## src/hw/rtl/sdrc_pkg.sv

```systemverilog
// ----------------------------------------------------------------------------
// sdrc_pkg : shared types and constants of the sector disk controller
// Offsets, status bits, access codes, payload structs, controller state and
// the command/status bundles between controller and datapath.
// ----------------------------------------------------------------------------
package sdrc_pkg;

  localparam int BUFFER_WORDS   = 128;
  localparam int MEDIUM_SECTORS = 256;
  localparam int BUF_AW         = $clog2(BUFFER_WORDS);
  localparam int CNT_W          = BUF_AW + 1;
  localparam int SEC_AW         = $clog2(MEDIUM_SECTORS);
  localparam int MED_AW         = SEC_AW + BUF_AW;
  localparam int MED_DEPTH      = MEDIUM_SECTORS * BUFFER_WORDS;

  // bus offsets
  localparam logic [15:0] OFS_COUNT  = 16'd0;
  localparam logic [15:0] OFS_STATUS = 16'd4;
  localparam logic [15:0] OFS_SECTOR = 16'd8;
  localparam logic [15:0] OFS_SPIN   = 16'd12;
  localparam logic [16:0] BUF_BASE   = 17'd32768;
  localparam logic [16:0] BUF_LIMIT  = BUF_BASE + 17'(4 * BUFFER_WORDS);

  // status commands
  localparam logic [31:0] CMD_IDLE  = 32'd0;
  localparam logic [31:0] CMD_READ  = 32'd1;
  localparam logic [31:0] CMD_WRITE = 32'd3;

  // status register bits
  localparam int ST_BUSY_BIT  = 0;
  localparam int ST_WR_BIT    = 1;
  localparam int ST_DONE_BIT  = 2;
  localparam int ST_INVAL_BIT = 3;

  // access status codes
  localparam logic [1:0] ACC_OK       = 2'd0;
  localparam logic [1:0] ACC_UNMAPPED = 2'd1;
  localparam logic [1:0] ACC_ILLEGAL  = 2'd2;

  // configuration register indexes
  localparam logic REG_TOTAL = 1'b0;
  localparam logic REG_SPIN  = 1'b1;

  localparam logic [8:0]  TOTAL_RST = 9'd256;
  localparam logic [15:0] SPIN_RST  = 16'd3600;

  typedef struct packed {
    logic        mode;
    logic [15:0] bus_offset;
    logic [31:0] write_data;
  } sdrc_in_t;

  typedef struct packed {
    logic [31:0] read_data;
    logic [1:0]  access_status;
    logic        irq;
  } sdrc_out_t;

  typedef enum logic [1:0] {
    ST_IDLE,
    ST_ACCESS,
    ST_COPY
  } sdrc_state_t;

  typedef struct packed {
    logic accept;
    logic finish_access;
    logic copy_init;
    logic copy_step;
    logic copy_finish;
  } sdrc_cmd_t;

  typedef struct packed {
    logic start_copy;
    logic copy_last;
  } sdrc_stat_t;

  typedef struct packed {
    logic        we;
    logic        index;
    logic [31:0] data;
  } sdrc_cfg_wr_t;

endpackage

```

## src/hw/rtl/sdrc_ctrl.sv

```systemverilog
// ----------------------------------------------------------------------------
// sdrc_ctrl : sequencer of the sector disk controller
// Steps each access through decode and, for a transfer, the sector copy.
// ----------------------------------------------------------------------------
module sdrc_ctrl (
  input  logic               clk,
  input  logic               rst_n,
  input  logic               start,
  input  sdrc_pkg::sdrc_stat_t stat,
  output sdrc_pkg::sdrc_cmd_t  cmd,
  output logic               busy
);
  import sdrc_pkg::*;

  sdrc_state_t state_r, state_nxt;

  always_ff @(posedge clk) begin
    if (!rst_n) begin
      state_r <= ST_IDLE;
    end else begin
      state_r <= state_nxt;
    end
  end

  always_comb begin
    state_nxt = state_r;
    unique case (state_r)
      ST_IDLE: begin
        if (start) state_nxt = ST_ACCESS;
      end
      ST_ACCESS: begin
        state_nxt = stat.start_copy ? ST_COPY : ST_IDLE;
      end
      ST_COPY: begin
        if (stat.copy_last) state_nxt = ST_IDLE;
      end
      default: state_nxt = ST_IDLE;
    endcase
  end

  always_comb begin
    cmd  = '0;
    busy = 1'b1;
    unique case (state_r)
      ST_IDLE: begin
        busy       = 1'b0;
        cmd.accept = start;
      end
      ST_ACCESS: begin
        cmd.finish_access = !stat.start_copy;
        cmd.copy_init     = stat.start_copy;
      end
      ST_COPY: begin
        cmd.copy_step   = 1'b1;
        cmd.copy_finish = stat.copy_last;
      end
      default: busy = 1'b1;
    endcase
  end

endmodule

```

## config.mk

```make
export PLATFORM = sky130hd
export DESIGN_NAME = sdrc_ctrl
export DESIGN_NICKNAME = d
export VERILOG_FILES = /design/src/hw/rtl/sdrc_pkg.sv /design/src/hw/rtl/sdrc_ctrl.sv
export SDC_FILE = /design/constraint.sdc
export NUM_CORES = 1
export LEC_CHECK = 0
export BUFFER_PORTS_ARGS = -buffer_cell sky130_fd_sc_hd__buf_2
export CAP_MARGIN = 20
export CORE_AREA = 4 4 41 43
export DETAILED_ROUTE_END_ITERATION = 16
export DIE_AREA = 0 0 45 47
export PLACE_DENSITY = 0.3
export SETUP_SLACK_MARGIN = 0.05
export SLEW_MARGIN = 30
export SYNTH_ARGS = -nofsm -noshare
export SYNTH_HDL_FRONTEND = slang
export SYNTH_SLANG_ARGS = --single-unit
```

## constraint.sdc

```tcl
create_clock -name clk -period 1.1 [get_ports clk]
set_input_delay 0 -clock clk [delete_from_list [all_inputs] [get_ports clk]]
set_output_delay 0 -clock clk [all_outputs]
set_load 0.005 [all_outputs]
```

==> summary.txt <==
Run status
  • Result of the run: finished clean

Detailed routing
  • 1st-iter DRT viols: 3
  • DRC viols: 0
  • Total wire length: 321 um
  • Via total after detailed routing: 129
  • Vias/cell: 3.23
  • Mean routed wirelength per cell: 8.03 um
  • Iteration count of the initial detailed-routing pass: 2
  • Final ANT Viol Nets: 0

Worst setup path
  • Worst reg2reg startpoint: state_r[0]$_SDFFE_PN0P_
  • Required time of the worst setup path: 1.10 ns
  • Critical Path Sink Type: output pin
  • Critical path, cell by cell: and3b_1 -> buf_2
  • Kind of start point of the critical path: flop
  • Maximum fanout count along the critical path: 6
  • End of the worst register-to-register path: state_r[1]$_SDFFE_PN0P_
  • Slowest library cell on the worst path: dfxtp_1
  • Largest stage delay on the critical path: 0.41 ns
  • Kind of cell with the highest combined delay on the critical path: flip-flops
  • Worst setup path class: flop to output pin
  • Slack of the worst reg-to-reg path: 0.24 ns
  • Worst Path Arrival: 0.98 ns
  • Total number of cells along the worst setup path: 2
  • Worst Reg-to-Reg Cells: 2
  • Combined buffer and inverter count along the critical path: 1

Pwr
  • Proportion of power drawn by the clock network: 57.8%
  • Pwr Density: 1310 nW/um2
  • Relative contribution of combinational cells to total power: 12.9%
  • Worst VDD drop: 530 uV
  • Design Power: 0.281 mW
  • Proportion of total power due to net switching: 21.4%
  • Pint: 0.221 mW
  • Switching power total: 0.0601 mW
  • Static leakage: 0.111 nW
  • Sequential power share: 29.3%

Timing
  • Unrepaired setup endpoints after global routing: no
  • Final hold vios: 0
  • Largest clock skew in the final design: 0.00294 ns
  • Number of slew-limit violations in the final report: 0
  • Setup TNS: 0 ns
  • Relative slew slack: 86.3%
  • Post-layout minimum cycle time: 0.976 ns
  • Transition time at the pin with the least slew margin: 0.205 ns
  • Post-route fraction of the period consumed by the critical path: 88.7%
  • Total of endpoints with negative setup slack in the final report: 0
  • Maximum achievable frequency: 1.02 GHz

Global routing
  • Tot GR Track Use: 4.34%
  • Pin count of the biggest net entering global routing: 7
  • Wire length of the first global-routing pass: 572 um
  • Congestion Overflow GR: 0
  • Number of antenna violations at the first check in global routing: 0
  • Via count of the first global-routing pass: 132

Synth
  • Unique masters post-synth: 8
  • Post-synthesis sequential element count: 2
  • Syn_nets: 16
  • Fraction of the yosys area taken by sequential cells: 36.0%
  • Average cell area after synthesis: 10.1 um2
  • Syn Std Cell Area: 111 um2
  • Number of warning messages in the yosys log: 0
  • Cell count after synthesis: 11

Clock tree
  • CTS tree: yes
  • Clock buffers created by TritonCTS: 3
  • Clock transition at path regs: 0.03 ns
  • Number of sinks handled by clock tree synthesis: 2
  • Cell at the root of the clock tree: clkbuf_4
  • Max Root-Sink Buffers: 2
  • H-tree depth reported by CTS: 1
  • Number of buffers inserted by post-CTS setup repair: 0
  • Skew-Pair Late Insertion Delay: 0.22 ns

Flow run
  • Max-Cap Viols: 0

Finish
  • Commonest non-fill, non-tap cells in the layout: 10 x buf_2, 3 x clkbuf_4, 2 x and2_1, 2 x nor3b_1
  • Number of flip-flops in the largest register: 2
  • Inserted Diodes: 0
  • Number of standard cells in the final layout excluding fillers: 40
  • Top flop regs: state_r: 2 flops
  • Nets: 32
  • Register with the most flip-flops: state_r
  • Most frequent standard cell in the layout excluding fill and tap cells: buf_2
  • Share of cells above drive strength 1: 64.0%
  • Final instance area: 214 um2
  • Area Overhead vs Synth: 92.1%

Die
  • Area of the core: 1300 um2
  • IO Pins: 11
  • DIE WIDTH: 45 um
  • Num rows: 13
  • Die span in y: 47 um
  • Effective utilization at floorplan: 8.56%
  • Die area: 2120 um2

Hold path
  • Hold wc startpoint: stat[0]
  • Worst hold endpoint: state_r[1]$_SDFFE_PN0P_
  • Class of the tightest hold or removal check: primary input to flop
  • Hold path depth: 3

Place
  • Global placement routability congestion: 0.583
  • Post-detailed-placement cell area: 180 um2
  • Quantity of I/O buffers inserted on ports: 10
  • Number of placed cells counting well taps: 36
==> logic make-up after synthesis <==
| logic type | synth area share [%] |
|---|---|
| DFF | 36.0 |
| AOI/OAI and AO/OA | 6.74 |
| and+or+nand+nor | 57.3 |
==> stage by stage <==
step | utilization [%] | hold slack, ns | setup slack [ns]
global route | 16.4 | 0.111 | 0.0618
floorplan | - | 0.0330 | 0.244
finish | 16.4 | 0.105 | 0.124
detailed placement | 13.8 | 0.226 | 0.214
CTS | 16.3 | 0.105 | 0.0809
global placement | 13.8 | 0.219 | 0.219
==> power by group through the flow <==
stage	logic [mW]	registers, mW	clock network (mW)
after floorplan	0.0150	0.0818	0
after global placement	0.0338	0.0829	0
after detailed placement	0.0341	0.0829	0
after CTS	0.0369	0.0819	0.173
after global routing	0.0406	0.0832	0.185
final	0.0363	0.0824	0.162
==> worst max-delay path by stage <==
| stage | startpoint | end |
|---|---|---|
| after floorplan | state_r[1]$_SDFFE_PN0P_ | state_r[1]$_SDFFE_PN0P_ |
| after global placement | state_r[1]$_SDFFE_PN0P_ | state_r[1]$_SDFFE_PN0P_ |
| after detailed placement | state_r[1]$_SDFFE_PN0P_ | state_r[1]$_SDFFE_PN0P_ |
| after CTS | state_r[1]$_SDFFE_PN0P_ | cmd[0] |
| after global routing | state_r[0]$_SDFFE_PN0P_ | cmd[2] |
| final | state_r[0]$_SDFFE_PN0P_ | cmd[2] |
==> layer usage <==
metal  vias up  GRT usage (%)  part of all wire (%)
met3         0           3.83                   6.5
met4         0           5.26                     0
met5         -              0                     0
met2         4           4.52                    47
li1         66              -                     -
met1        59           4.52                    46
==> tightest hold or removal path, stage by stage <==
cell and delay (ns):
buf_2 0.09, nor3b_1 0.04, o21a_1 0.15
==> area by class of cell <==
class                      count  area, um2
clock buffer                   3       22.5
fill                         153       1090
sequential                     2       41.3
multi-input combinational      9       71.3
timing repair buffer          11       60.1
tap                           15       18.8
==> Yosys cell counts <==
cell	count	area share, %
and2_1	2	11
dfxtp_1	2	36
nor3b_1	2	13
and3b_1	1	7.9
nor2b_2	1	7.9
nor3b_2	1	11
o21a_1	1	6.7
or2_1	1	5.6
==> repair_timing <==
| item | in CTS | in global routing |
|---|---|---|
| gates resized for setup | 0 | 1 |
| hold buffers | 1 | 0 |
| endpoints found under the setup margin | 0 | 1 |
| endpoints found under the hold margin | 2 | 0 |
No activity file was read; power rests on OpenSTA's default activity.
